===== config.mk =====
export PLATFORM = sky130hd
export DESIGN_NAME = uart_rx_tx_ring_buffers_unit
export DESIGN_NICKNAME = d
export VERILOG_FILES = /design/src/rtl/core/urb_pkg.sv /design/src/rtl/core/urb_ring.sv /design/src/rtl/core/uart_rx_tx_ring_buffers_unit.sv
export SDC_FILE = /design/constraint.sdc
export NUM_CORES = 1
export LEC_CHECK = 0
export BUFFER_PORTS_ARGS = -buffer_cell sky130_fd_sc_hd__buf_4
export CAP_MARGIN = 40
export CORE_ASPECT_RATIO = 0.5
export CORE_UTILIZATION = 50
export CTS_CLUSTER_SIZE = 8
export DETAILED_ROUTE_END_ITERATION = 6
export PLACE_DENSITY = 0.72
export SLEW_MARGIN = 20
export SYNTH_ARGS = -nofsm -noshare
export SYNTH_HDL_FRONTEND = slang
export SYNTH_SLANG_ARGS = --single-unit

===== constraint.sdc =====
create_clock -name clk -period 4.05 [get_ports clk]
set_input_delay 0.81 -clock clk [delete_from_list [all_inputs] [get_ports clk]]
set_output_delay 0.81 -clock clk [all_outputs]
set_load 0.01 [all_outputs]

===== src/rtl/core/urb_pkg.sv =====
// Shared types and constants for the UART ring-buffer unit.
// Used by urb_ring and uart_rx_tx_ring_buffers_unit; depends on nothing.
package urb_pkg;

  typedef enum logic [1:0] {
    CMD_RX_BYTE  = 2'd0,
    CMD_HOST_RD  = 2'd1,
    CMD_HOST_WR  = 2'd2,
    CMD_TX_READY = 2'd3
  } cmd_t;

  typedef enum logic [2:0] {
    ST_OK      = 3'd0,
    ST_FRAME   = 3'd1,
    ST_OVERRUN = 3'd2,
    ST_PARITY  = 3'd3,
    ST_NODATA  = 3'd4
  } status_t;

  // Line flag bit positions
  localparam int FLAG_FRAME   = 0;
  localparam int FLAG_OVERRUN = 1;
  localparam int FLAG_PARITY  = 2;

  typedef struct packed {
    logic push;
    logic pop;
  } ring_req_t;

  typedef struct packed {
    logic full;
    logic empty;
  } ring_stat_t;

  // Priority decode: frame error, then overrun, then parity
  function automatic status_t decode_flags(input logic [2:0] flags);
    status_t st;
    if (flags[FLAG_FRAME]) begin
      st = ST_FRAME;
    end else if (flags[FLAG_OVERRUN]) begin
      st = ST_OVERRUN;
    end else if (flags[FLAG_PARITY]) begin
      st = ST_PARITY;
    end else begin
      st = ST_OK;
    end
    return st;
  endfunction

endpackage


===== src/rtl/core/urb_ring.sv =====
// Byte ring with one slot kept empty: head/tail pointers, storage array and
// registered pop data. Depends on urb_pkg.
module urb_ring #(
  parameter int DEPTH = 16
) (
  input  logic               clk,
  input  logic               rst_n,
  input  urb_pkg::ring_req_t req,
  input  logic [7:0]         wdata,
  output urb_pkg::ring_stat_t stat,
  output logic [7:0]         rdata,
  output logic [3:0]         cnt_nxt
);
  import urb_pkg::*;

  localparam int PW = (DEPTH > 1) ? $clog2(DEPTH) : 1;
  localparam int CW = (PW + 1 > 4) ? PW + 1 : 4;
  localparam logic [PW-1:0] LAST = PW'(DEPTH - 1);
  localparam logic [CW-1:0] DEPTH_C = CW'(DEPTH);

  logic [7:0]    store_r [DEPTH];
  logic [PW-1:0] head_r, tail_r;
  logic [PW-1:0] head_inc, tail_inc;
  logic [PW-1:0] head_nxt, tail_nxt;
  logic [CW-1:0] diff;

  always_comb begin
    head_inc   = (head_r == LAST) ? '0 : head_r + 1'b1;
    tail_inc   = (tail_r == LAST) ? '0 : tail_r + 1'b1;
    stat.full  = (head_inc == tail_r);
    stat.empty = (head_r == tail_r);
    head_nxt   = req.push ? head_inc : head_r;
    tail_nxt   = req.pop ? tail_inc : tail_r;
    // fill after this request, modulo the depth
    diff = CW'(head_nxt) + DEPTH_C - CW'(tail_nxt);
    if (diff >= DEPTH_C) begin
      diff = diff - DEPTH_C;
    end
    cnt_nxt = diff[3:0];
  end

  always_ff @(posedge clk) begin
    if (!rst_n) begin
      head_r <= '0;
      tail_r <= '0;
    end else begin
      head_r <= head_nxt;
      tail_r <= tail_nxt;
    end
  end

  always_ff @(posedge clk) begin
    if (req.push) begin
      store_r[head_inc] <= wdata;
    end
    if (req.pop) begin
      rdata <= store_r[tail_inc];
    end
  end

endmodule


===== src/rtl/core/uart_rx_tx_ring_buffers_unit.sv =====
// UART buffer engine top level: request decode, status and interrupt-enable
// state, pipeline and output registers. Depends on urb_pkg and urb_ring.
//
// Usage: each request on the in_ channel carries a command (byte received
// from the line, host read, host write, transmitter ready), a data byte and
// the line flags. Every request yields exactly one result on the out_ channel
// with the popped rx byte, status, any tx byte handed out, the write accept
// flag, the tx interrupt enable and the rx fill count after the request.
// Path: an accepted request is held in the middle stage, then in the output registers.
// Throughput: one request per cycle while in_stall is low; ring pointers and
// status update at the accepting edge, and the ring storage read lands in a
// register that feeds the result stage.
// Reset (rst_n low, synchronous): both rings empty, status ok, interrupt
// enable clear, no result pending. Ring storage is not cleared.
// Stall: while out_stall holds a result, one more request can sit in the
// middle stage; after that in_stall rises until the result is taken.
module uart_rx_tx_ring_buffers_unit #(
  parameter int RX_DEPTH = 16,
  parameter int TX_DEPTH = 16
) (
  input  logic       clk,
  input  logic       rst_n,
  input  logic       in_valid,
  output logic       in_stall,
  input  logic [1:0] in_cmd,
  input  logic [7:0] in_data_byte,
  input  logic [2:0] in_line_flags,
  output logic       out_valid,
  input  logic       out_stall,
  output logic [7:0] out_read_byte,
  output logic [2:0] out_status,
  output logic       out_tx_out_valid,
  output logic [7:0] out_tx_out_byte,
  output logic       out_tx_accepted,
  output logic       out_tx_irq_enable,
  output logic [3:0] out_rx_count
);
  import urb_pkg::*;

  cmd_t       cmd;
  logic       accept;
  logic       out_load;
  logic       s1_free;
  ring_req_t  rx_req, tx_req;
  ring_stat_t rx_stat, tx_stat;
  logic [7:0] rx_rdata, tx_rdata;
  logic [3:0] rx_cnt_nxt;

  status_t    last_status_r, last_status_nxt;
  logic       irq_en_r, irq_en_nxt;
  status_t    res_status;

  logic       s1_v_r;
  status_t    s1_status_r;
  logic       s1_rdv_r;
  logic       s1_txv_r;
  logic       s1_acc_r;
  logic       s1_irq_r;
  logic [3:0] s1_cnt_r;

  logic       out_valid_r;
  logic [7:0] out_read_byte_r;
  logic [2:0] out_status_r;
  logic       out_txv_r;
  logic [7:0] out_txb_r;
  logic       out_acc_r;
  logic       out_irq_r;
  logic [3:0] out_cnt_r;

  // handshake: hold the middle stage while the output register is stuck
  assign out_load = s1_v_r && (!out_valid_r || !out_stall);
  assign s1_free  = !s1_v_r || out_load;
  assign in_stall = !s1_free;
  assign accept   = in_valid && s1_free;
  assign cmd      = cmd_t'(in_cmd);

  always_comb begin
    rx_req          = '0;
    tx_req          = '0;
    last_status_nxt = last_status_r;
    irq_en_nxt      = irq_en_r;
    res_status      = last_status_r;
    case (cmd)
      CMD_RX_BYTE: begin
        rx_req.push     = accept && !rx_stat.full;
        // drop the byte and flag overrun when the ring is full
        last_status_nxt = rx_stat.full ? ST_OVERRUN : decode_flags(in_line_flags);
        res_status      = last_status_nxt;
      end
      CMD_HOST_RD: begin
        rx_req.pop = accept && !rx_stat.empty;
        res_status = rx_stat.empty ? ST_NODATA : last_status_r;
      end
      CMD_HOST_WR: begin
        tx_req.push = accept && !tx_stat.full;
        irq_en_nxt  = 1'b1;
      end
      CMD_TX_READY: begin
        tx_req.pop = accept && !tx_stat.empty;
        if (tx_stat.empty) begin
          irq_en_nxt = 1'b0;
        end
      end
      default: begin
        res_status = last_status_r;
      end
    endcase
  end

  urb_ring #(.DEPTH(RX_DEPTH)) u_rx_ring (
    .clk     (clk),
    .rst_n   (rst_n),
    .req     (rx_req),
    .wdata   (in_data_byte),
    .stat    (rx_stat),
    .rdata   (rx_rdata),
    .cnt_nxt (rx_cnt_nxt)
  );

  urb_ring #(.DEPTH(TX_DEPTH)) u_tx_ring (
    .clk     (clk),
    .rst_n   (rst_n),
    .req     (tx_req),
    .wdata   (in_data_byte),
    .stat    (tx_stat),
    .rdata   (tx_rdata),
    .cnt_nxt ()
  );

  always_ff @(posedge clk) begin
    if (!rst_n) begin
      last_status_r <= ST_OK;
      irq_en_r      <= 1'b0;
      s1_v_r        <= 1'b0;
      out_valid_r   <= 1'b0;
    end else begin
      if (accept) begin
        last_status_r <= last_status_nxt;
        irq_en_r      <= irq_en_nxt;
        s1_v_r        <= 1'b1;
      end else if (out_load) begin
        s1_v_r <= 1'b0;
      end
      if (out_load) begin
        out_valid_r <= 1'b1;
      end else if (!out_stall) begin
        out_valid_r <= 1'b0;
      end
    end
  end

  always_ff @(posedge clk) begin
    if (accept) begin
      s1_status_r <= res_status;
      s1_rdv_r    <= rx_req.pop;
      s1_txv_r    <= tx_req.pop;
      s1_acc_r    <= tx_req.push;
      s1_irq_r    <= irq_en_nxt;
      s1_cnt_r    <= rx_cnt_nxt;
    end
    if (out_load) begin
      out_read_byte_r <= s1_rdv_r ? rx_rdata : 8'd0;
      out_status_r    <= s1_status_r;
      out_txv_r       <= s1_txv_r;
      out_txb_r       <= s1_txv_r ? tx_rdata : 8'd0;
      out_acc_r       <= s1_acc_r;
      out_irq_r       <= s1_irq_r;
      out_cnt_r       <= s1_cnt_r;
    end
  end

  assign out_valid         = out_valid_r;
  assign out_read_byte     = out_read_byte_r;
  assign out_status        = out_status_r;
  assign out_tx_out_valid  = out_txv_r;
  assign out_tx_out_byte   = out_txb_r;
  assign out_tx_accepted   = out_acc_r;
  assign out_tx_irq_enable = out_irq_r;
  assign out_rx_count      = out_cnt_r;

endmodule

# After elaboration in Yosys (flattened, before gate mapping)
# Memory sizes are Yosys's and may differ from the RTL's. A register that Yosys moved wholly into a read port is not among the register bits.
# Cells that the tools add are included.
[op_classes]
order_cmp = 1
eq_ne = 12
div = 0
mux = 27
n_reduce_logical = 19
addsub = 7
n_bitwise = 0
n_shift = 0
n_mul = 0
[ops]
columns = ["op", "n"]
rows = [
  ["$mux 4", 7],
  ["$add 4x1->4 const B", 4],
  ["$eq 4x4->1", 4],
  ["$eq 4x4->1 const B", 4],
  ["$mux 1", 13],
  ["$mux 3", 4],
  ["$logic_not 1->1", 8],
  ["$logic_and 1x1->1", 6],
  ["$pmux 3 s2", 1],
  ["$add 4x5->5 const B", 1],
  ["$ge 5x5->1 const B", 1],
  ["$sub 5x4->5", 1],
  ["$eq 2x2->1 const B", 2],
  ["$sub 4x1->4 const B", 1],
  ["$eq 2x1->1 const B", 1],
  ["$logic_not 2->1", 1],
  ["$logic_or 1x1->1", 2],
  ["$mux 2", 1],
  ["$ne 2x1->1 const B", 1],
  ["$pmux 1 s2", 1],
  ["$reduce_and 2->1", 1],
  ["$reduce_bool 2->1", 1],
]
[word_totals]
output_inout_bits = 28
inputBits = 17
n_memories = 2
latch_bits = 0
ff_bits = 59
mem_bits_ro = 0
word_cells = 89
ramBits = 256
[memory_table]
columns = ["name", "depth", "width", "rd", "rd_clocked_by_memory_dff", "write_ports", "line_no", "text"]
rows = [
  ["u_rx_ring.store_r", 16, 8, 1, 1, 1, "urb_ring.sv:21", "logic [7:0] store_r [DEPTH];"],
  ["u_tx_ring.store_r", 16, 8, 1, 1, 1, "urb_ring.sv:21", ""],
]

# Depth between registers and ports, before layout
# Gate-level depths: netlist of run 1.
[logic_depth]
ltp_word = 12
depth_mapped = 12
mapped_depth_nobuf = 12

# Cells and area by module
# From an unflattened synthesis of run 1, not the netlist that was laid out.
[hier_totals]
cells_unflattened = 858
hier_area_um2 = 13761.9
[modules_own_cells]
columns = ["module", "area_each_um2", "cells_each", "seq_area_each_um2", "n_inst"]
rows = [
  ["urb_ring at u_tx_ring", 6107.1, 397, 4244.1, 1],
  ["urb_ring at u_rx_ring", 6079.6, 362, 4244.1, 1],
  ["uart_rx_tx_ring_buffers_unit", 1575.3, 99, 1211.2, 1],
]

# Worst setup path before layout of run 1
# Ideal clock, no wire load.
[synth_path]
kind = "input -> register"
start = "input out_stall"
end = "register out_read_byte_r[0], in the netlist out_read_byte[0] (enable)"
required_time_ps = 3601
cell_stages = 1
arrival_time_ps = 2757
setup_time_ps = 449
setup_slack_ps = 844
n_path_buf = 0
cell_sequence = "a21boi_0"
[synth_between]
elab_chain_len = 3
[synth_lines]
columns = ["item", "line_no", "text"]
rows = [
  ["start, declared", "uart_rx_tx_ring_buffers_unit.sv:29", "input logic out_stall,"],
  ["$logic_not 1->1", "--", ""],
  ["$logic_or 1x1->1", "uart_rx_tx_ring_buffers_unit.sv:71", "assign out_load = s1_v_r && (!out_valid_r || !out_stall);"],
  ["$logic_and 1x1->1", "uart_rx_tx_ring_buffers_unit.sv:71", ""],
  ["end signal, assigned", "uart_rx_tx_ring_buffers_unit.sv:162", "out_read_byte_r <= s1_rdv_r ? rx_rdata : 8'd0;"],
  ["end, declared", "uart_rx_tx_ring_buffers_unit.sv:62", "logic [7:0] out_read_byte_r;"],
]
# Every way passes these cells.
# A chain may end at the register's enable or synchronous reset.

# Worst setup path after layout of run 1
[layout_path]
start = "register u_rx_ring.head_r[0]"
end = "register s1_cnt_r[3] (data pin)"
[layout_between]
elab_chain_len = 11
word_cells_on_any_way = 18
classes_between = "4 x add/sub; 1 x order compare; 3 x eq/ne; 6 x mux; 4 x reduce/logical"
[layout_lines]
columns = ["item", "line_no", "text"]
rows = [
  ["start, declared", "urb_ring.sv:22", "logic [PW-1:0] head_r, tail_r;"],
  ["start signal, assigned", "urb_ring.sv:47", "head_r <= head_nxt;"],
  ["$add 4x1->4 or $eq 4x4->1 (tied branches)", "urb_ring.sv:28", "head_inc = (head_r == LAST) ? '0 : head_r + 1'b1;"],
  ["$mux 4 (*)", "urb_ring.sv:28", ""],
  ["$eq 4x4->1", "urb_ring.sv:30", "stat.full = (head_inc == tail_r);"],
  ["$logic_not 1->1", "uart_rx_tx_ring_buffers_unit.sv:85", "rx_req.push = accept && !rx_stat.full;"],
  ["$logic_and 1x1->1", "uart_rx_tx_ring_buffers_unit.sv:85", ""],
  ["$mux 1", "uart_rx_tx_ring_buffers_unit.sv:83", "case (cmd)"],
  ["$mux 4 (*)", "urb_ring.sv:32", "head_nxt = req.push ? head_inc : head_r;"],
  ["via u_rx_ring.head_nxt[1]", "urb_ring.sv:24", "logic [PW-1:0] head_nxt, tail_nxt;"],
  ["$add 4x5->5 (*)", "urb_ring.sv:35", "diff = CW'(head_nxt) + DEPTH_C - CW'(tail_nxt);"],
  ["$sub 5x4->5 (*)", "urb_ring.sv:35", ""],
  ["$sub 4x1->4 or $ge 5x5->1 (tied branches)", "urb_ring.sv:37, urb_ring.sv:36", ""],
  ["$mux 4 (*)", "urb_ring.sv:36", "if (diff >= DEPTH_C) begin"],
  ["via rx_cnt_nxt[3]", "uart_rx_tx_ring_buffers_unit.sv:47", "logic [3:0] rx_cnt_nxt;"],
  ["end signal, assigned", "uart_rx_tx_ring_buffers_unit.sv:159", "s1_cnt_r <= rx_cnt_nxt;"],
  ["end, declared", "uart_rx_tx_ring_buffers_unit.sv:59", "logic [3:0] s1_cnt_r;"],
]
# The timed path passes the listed nets; every way through them passes the cells marked *.

==> reports/results.ini, run 1 <==
[clock_tree]
cts_tree=done
cts_sinks=330
numCtsBuffers=47
cts_setup_buffers=0
insertion_delay_ns=0.54
h-tree-depth=2
cts_resized=0
clockRootBuffer=clkbuf_16
cts_buffer_depth=3
holdBufCountCts=0
clk_pin_slew_ns=0.05

[sta]
setup_viol=0
hold_violations=0
clock_skew_ns=0.0111
max_freq_ghz=0.307
rsz0062_at_grt=false
finalSetupTns_ns=0
fin_crit_sh_pct=80.5
min_period_ns=3.26
report.final.slew_viol_count=0
maxSlewHeadroom_pct=48.4
hold_slack_ns=0.420
tightest_slew_ns=0.773

[layout]
fin_nets=970
fillers=1940
drive_gt1_share_pct=16.7
areaGrowthSynthToFinish_pct=13.7
final_area_mm2=0.0157
antennaDiodeCount=0

[yosys]
syn_avg_cell_area_um2=15.7
ys_warn_count=0
synth-seq-cells=330
synthTopCellsByCount=edfxtp_1, nand2_1, and2_1
syn-num-nets=910
synth-async-reset-ratio_pct=0
ys.flop_type=edfxtp_1
synth_edf_count=309
synth.largest_area_cell=edfxtp_1
synth.top_cell.area_share_pct=67.2
synth.cell_area_mm2=0.0138
synthDistinctLibCells=71
netlist_instances=877
post-synth-top-count-cell=edfxtp_1
seq_area_frac_synth_pct=70.3
synthTopCellsByArea=edfxtp_1, mux4_2, dfxtp_1

[critical_path]
arrival_ns=3.54
path_class=reg2reg
crit_slowest_cell=dfxtp_1
cp.required_ns=4.33
startpoint=u_rx_ring.head_r[0]
startpoint_type=register
cp_common_cell=xnor2_1
max_stage_delay_ns=0.50
path_cells=ha_1 > xnor2_2 > xnor2_1 > nor3_4 > a21bo_2 > mux2i_1 > inv_1 > ha_1 > a21o_1 > a21oi_1 > xnor2_1 > xnor2_1
worstPathMaxFanout=9
end_kind=register
regToRegStartpoint=u_rx_ring.head_r[0]

[floorplanning]
ios=45
start_util_pct=51.6
core_area_mm2=0.0267
rows=42
die_area_mm2=0.0283
die_w_um=237
dieHeight_um=119

[routing]
num_vias=7641
drc_errors=0
routed_via_density=5.85
drtIter0Drc=734
wl_um=28100
wl_per_cell_um=21.5
drtAntennaViolNets=0
dr.pass1.iters=5

[grt]
grt-ovfl-total=0
grt_max_degree=39
antenna_found_initial=0
grt_usage_pct=20.5
grt_pass1_wl_um=43500
grt_pass1_vias=7606

[pwr]
swShare_pct=20.0
comb_power_share_pct=3.6
internal_power_mw=6.03
peakVddDrop_v=0.000267
power.switching_mw=1.50
leakagePower_nw=5.35
p_seq_share_pct=50.4
clockPowerShare_pct=46.1
powerDensity_mw_per_mm2=480

[place]
place_area_mm2=0.0144
routabilityCongestion=0.917
port_buffers=44
dp_hpwl_um=17600

[run_status]
outcome=finished clean

[hold_path]
hp-class=reg2reg
hold_start=s1_cnt_r[1]

[job]
drv_cap=0

## critical path, delay by kind of cell, from the launching register on
kind	cells	cell delay [ns]
AO/OA/AOI/OAI	3	0.54
XOR/XNOR	4	0.59
adder cells (fa/ha/maj)	2	0.62
buffers and inverters	1	0.09
flip-flops	1	0.50
multiplexers	1	0.36
AND/OR/NAND/NOR	1	0.31
## routing by layer
| metal | GRT usage [%] | routed length (um) | part of all wire, % |
|---|---|---|---|
| met1 | 27.4 | 12100 | 43 |
| met2 | 33.9 | 13700 | 49 |
| met3 | 3.78 | 1560 | 5.6 |
| met4 | 7.59 | 699 | 2.5 |
| met5 | 0 | 0 | 0 |
## power by group through the flow
stage	logic (mW)	clock network, mW	registers [mW]
global route	0.292	3.67	3.80
global placement	0.261	0	3.86
CTS	0.270	3.52	3.80
finish	0.269	3.47	3.80
detailed placement	0.269	0	3.86
floorplan	0.150	0	3.86
## through the flow
step | power (mW) | util (%) | setup slack, ns | std cells
after detailed placement | 4.13 | 53.8 | 0.651 | 1239
after floorplan | 4.01 | - | 0.844 | 877
after global routing | 7.76 | 58.6 | 0.539 | 1306
after global placement | 4.12 | 53.8 | 0.740 | 1238
after CTS | 7.59 | 58.6 | 0.819 | 1305
final | 7.54 | 58.6 | 0.790 | 1306
## sequential cells by signal (all words and copies together), names as in the netlist, 2 cells and up
| name | count |
|---|---|
| u_rx_ring.head_r | 4 |
| u_tx_ring.head_r | 4 |
| s1_status_r | 3 |
| u_rx_ring.rdata | 8 |
| s1_cnt_r | 4 |
| u_tx_ring.rdata | 8 |
| out_status | 3 |
| out_read_byte | 8 |
| u_rx_ring.store_r | 128 |
| u_tx_ring.store_r | 128 |
| u_rx_ring.tail_r | 4 |
| out_rx_count | 4 |
| last_status_r | 2 |
| u_tx_ring.tail_r | 4 |
| out_tx_out_byte | 8 |
## final timing paths
kind | slack, ns | endpoint | depth (start not counted)
max | 0.79 | s1_cnt_r[3] | 12
min | 0.42 | out_rx_count[1] | 0
max reg2reg | 0.79 | s1_cnt_r[3] | 12
min reg2reg | 0.42 | out_rx_count[1] | 0
## cell usage in the layout, fill, tap and decap left out, types with 4 or more instances in the layout
master and n:
ha_1 15, nor3_1 4, mux2i_1 9, xnor2_1 18, mux4_2 28, a211oi_1 4
nand3_1 17, clkbuf_1 16, inv_1 17, clkbuf_16 49, nor2_1 34, nand4_1 4
and2_1 54, a31oi_1 12, o21ai_0 25, a21oi_1 51, edfxtp_1 309, buf_4 56
dfxtp_1 21, o32ai_1 6, nand2_1 95, nand2b_1 6, xor2_1 10, o22ai_1 16
mux4_1 14
## final cells by class
cell class | count | area [um2] | share of cell area [%]
inverters | 19 | 71.3 | 0.455
clock inverters | 1 | 8.76 | 0.0558
flip-flops and latches | 330 | 9700 | 61.8
clock buffers | 65 | 1290 | 8.20
multi-input cells | 481 | 3750 | 23.9
repair buffers | 58 | 433 | 2.76
well taps | 352 | 440 | 2.81
## kinds of logic after synthesis
kind of cell | Yosys count | synth area share (%)
flops | 330 | 70.3
simple gates | 236 | 8.82
compound gates | 147 | 6.78
buf+inv | 66 | 2.63
mux | 53 | 8.07
xor+xnor | 29 | 1.90
fa+ha+maj | 16 | 1.51
No activity file was read; power rests on OpenSTA's default activity.
==> inputs of run 2 (changes only) <==
- clock period: 4.05 -> 3.2 ns (I/O delays scaled with it)
==> reports/results.ini, run 2 (synthesized netlist as in run 1, its figures left out) <==
[critical_path]
cp.required_ns=3.49
startpoint=u_rx_ring.head_r[1]
path_class=reg2reg
crit_slowest_cell=dfxtp_1
worstPathMaxFanout=8
regToRegStartpoint=u_rx_ring.head_r[1]
crit_path_end=s1_cnt_r[3]
r2r_end=s1_cnt_r[3]
end_kind=register
startpoint_type=register
rrSetupSlack_ns=0.23
cp_common_cell=xnor2_1
rr_worst_depth=12
arrival_ns=3.26
max_stage_delay_ns=0.49
path_cells=ha_2 > xnor2_2 > xnor2_1 > nor3_4 > a21bo_2 > mux2i_1 > inv_1 > ha_1 > a21o_1 > a21oi_1 > xnor2_1 > xnor2_1

[job]
drv_cap=0

[sta]
maxSlewHeadroom_pct=44.4
rsz0062_at_grt=false
max_freq_ghz=0.337
min_period_ns=2.97
clock_skew_ns=0.0162
hold_violations=0
tightest_slew_ns=0.833
fin_crit_sh_pct=92.9
finalSetupTns_ns=0
report.final.slew_viol_count=0
setup_viol=0
worst_slack_ns=0.229

[floorplanning]
die_area_mm2=0.0283
start_util_pct=51.6
rows=42
ios=45
dieHeight_um=119
die_w_um=237
core_area_mm2=0.0267

[clock_tree]
cts_resized=0
cts_tree=done
h-tree-depth=2
holdBufCountCts=0
clk_pin_slew_ns=0.05
cts_buffer_depth=3
insertion_delay_ns=0.55
numCtsBuffers=47
clockRootBuffer=clkbuf_16
cts_sinks=330
cts_setup_buffers=0

[routing]
dr.pass1.iters=5
drtIter0Drc=685
wl_um=28600
drtAntennaViolNets=0
drc_errors=0
wl_per_cell_um=21.8
routed_via_density=5.82
num_vias=7658

[grt]
grt-ovfl-total=0
grt_pass1_vias=7776
grt_max_degree=39
grt_usage_pct=20.8
antenna_found_initial=0
grt_pass1_wl_um=44100

[place]
place_inst=1251
post-place-ws_ns=0.212
routabilityCongestion=0.884
port_buffers=44
place_area_mm2=0.0145
dp_hpwl_um=18000

[layout]
fin_nets=981
antennaDiodeCount=0
reg.largest.list=u_rx_ring.store_r: 128 flops, u_tx_ring.store_r: 128 flops
layout_common_cells=edfxtp_1, nand2_1, buf_4
drive_gt1_share_pct=17.9
layout_commonest_cell=edfxtp_1
fin_cells=1315
areaGrowthSynthToFinish_pct=14.2
final_area_mm2=0.0158

[pwr]
leakagePower_nw=5.40
powerDensity_mw_per_mm2=602
peakVddDrop_v=0.000487

[hold_path]
hp-class=in2reg

[run_status]
outcome=finished clean

==> run 2: how the worst min path moves through the flow <==
stage                start         endpoint  slack, ns  cells after the start
2_1_floorplan  s1_cnt_r[0]  out_rx_count[0]       0.40                      0
3_3_place_gp   s1_cnt_r[1]  out_rx_count[1]       0.40                      0
5_1_grt           in_valid           s1_v_r       0.37                      3
4_1_cts           in_valid           s1_v_r       0.32                      3
3_5_place_dp   s1_cnt_r[1]  out_rx_count[1]       0.41                      0
6_report          in_valid           s1_v_r       0.35                      3
==> run 2: stage by stage <==
| stage | power [mW] | hold WS (ns) | util, % |
|---|---|---|---|
| after floorplan | 5.07 | 0.400 | - |
| after global placement | 5.22 | 0.401 | 54.1 |
| after global routing | 9.76 | 0.368 | 58.9 |
| after detailed placement | 5.23 | 0.407 | 54.2 |
| after CTS | 9.55 | 0.324 | 58.9 |
| final | 9.49 | 0.348 | 58.9 |
==> run 2: critical path: cells and delay by family, from the launching register on <==
family	cells	cell delay, ns
buffers and inverters	1	0.07
AND/OR/NAND/NOR	1	0.23
multiplexers	1	0.25
AO/OA/AOI/OAI	3	0.53
adder cells (fa/ha/maj)	2	0.60
flip-flops	1	0.49
XOR/XNOR	4	0.53
==> run 2: where the power goes <==
group / internal, mW / total [mW] / switching (mW)
Clock: 2.64 / 4.34 / 1.69
Combinational: 0.128 / 0.353 / 0.225
Sequential: 4.78 / 4.80 / 0.0236
Total: 7.55 / 9.49 / 1.94
==> run 2: routing by layer <==
layer	vias to the layer above	global-route usage (%)	part of all wire, %
li1	3494	-	-
met2	272	34.3	49
met1	3834	27.8	43
met3	58	4.29	6.4
met4	0	7.06	2.3
met5	-	0	0
==> run 2: final cells by class <==
class                      count  area [um2]
clock buffer                  61        1230
inverter                      19        71.3
fill                        1903       11000
timing repair buffer          69         531
multi-input combinational    481        3750
tap                          352         440
clock inverter                 3        36.3
sequential                   330        9700
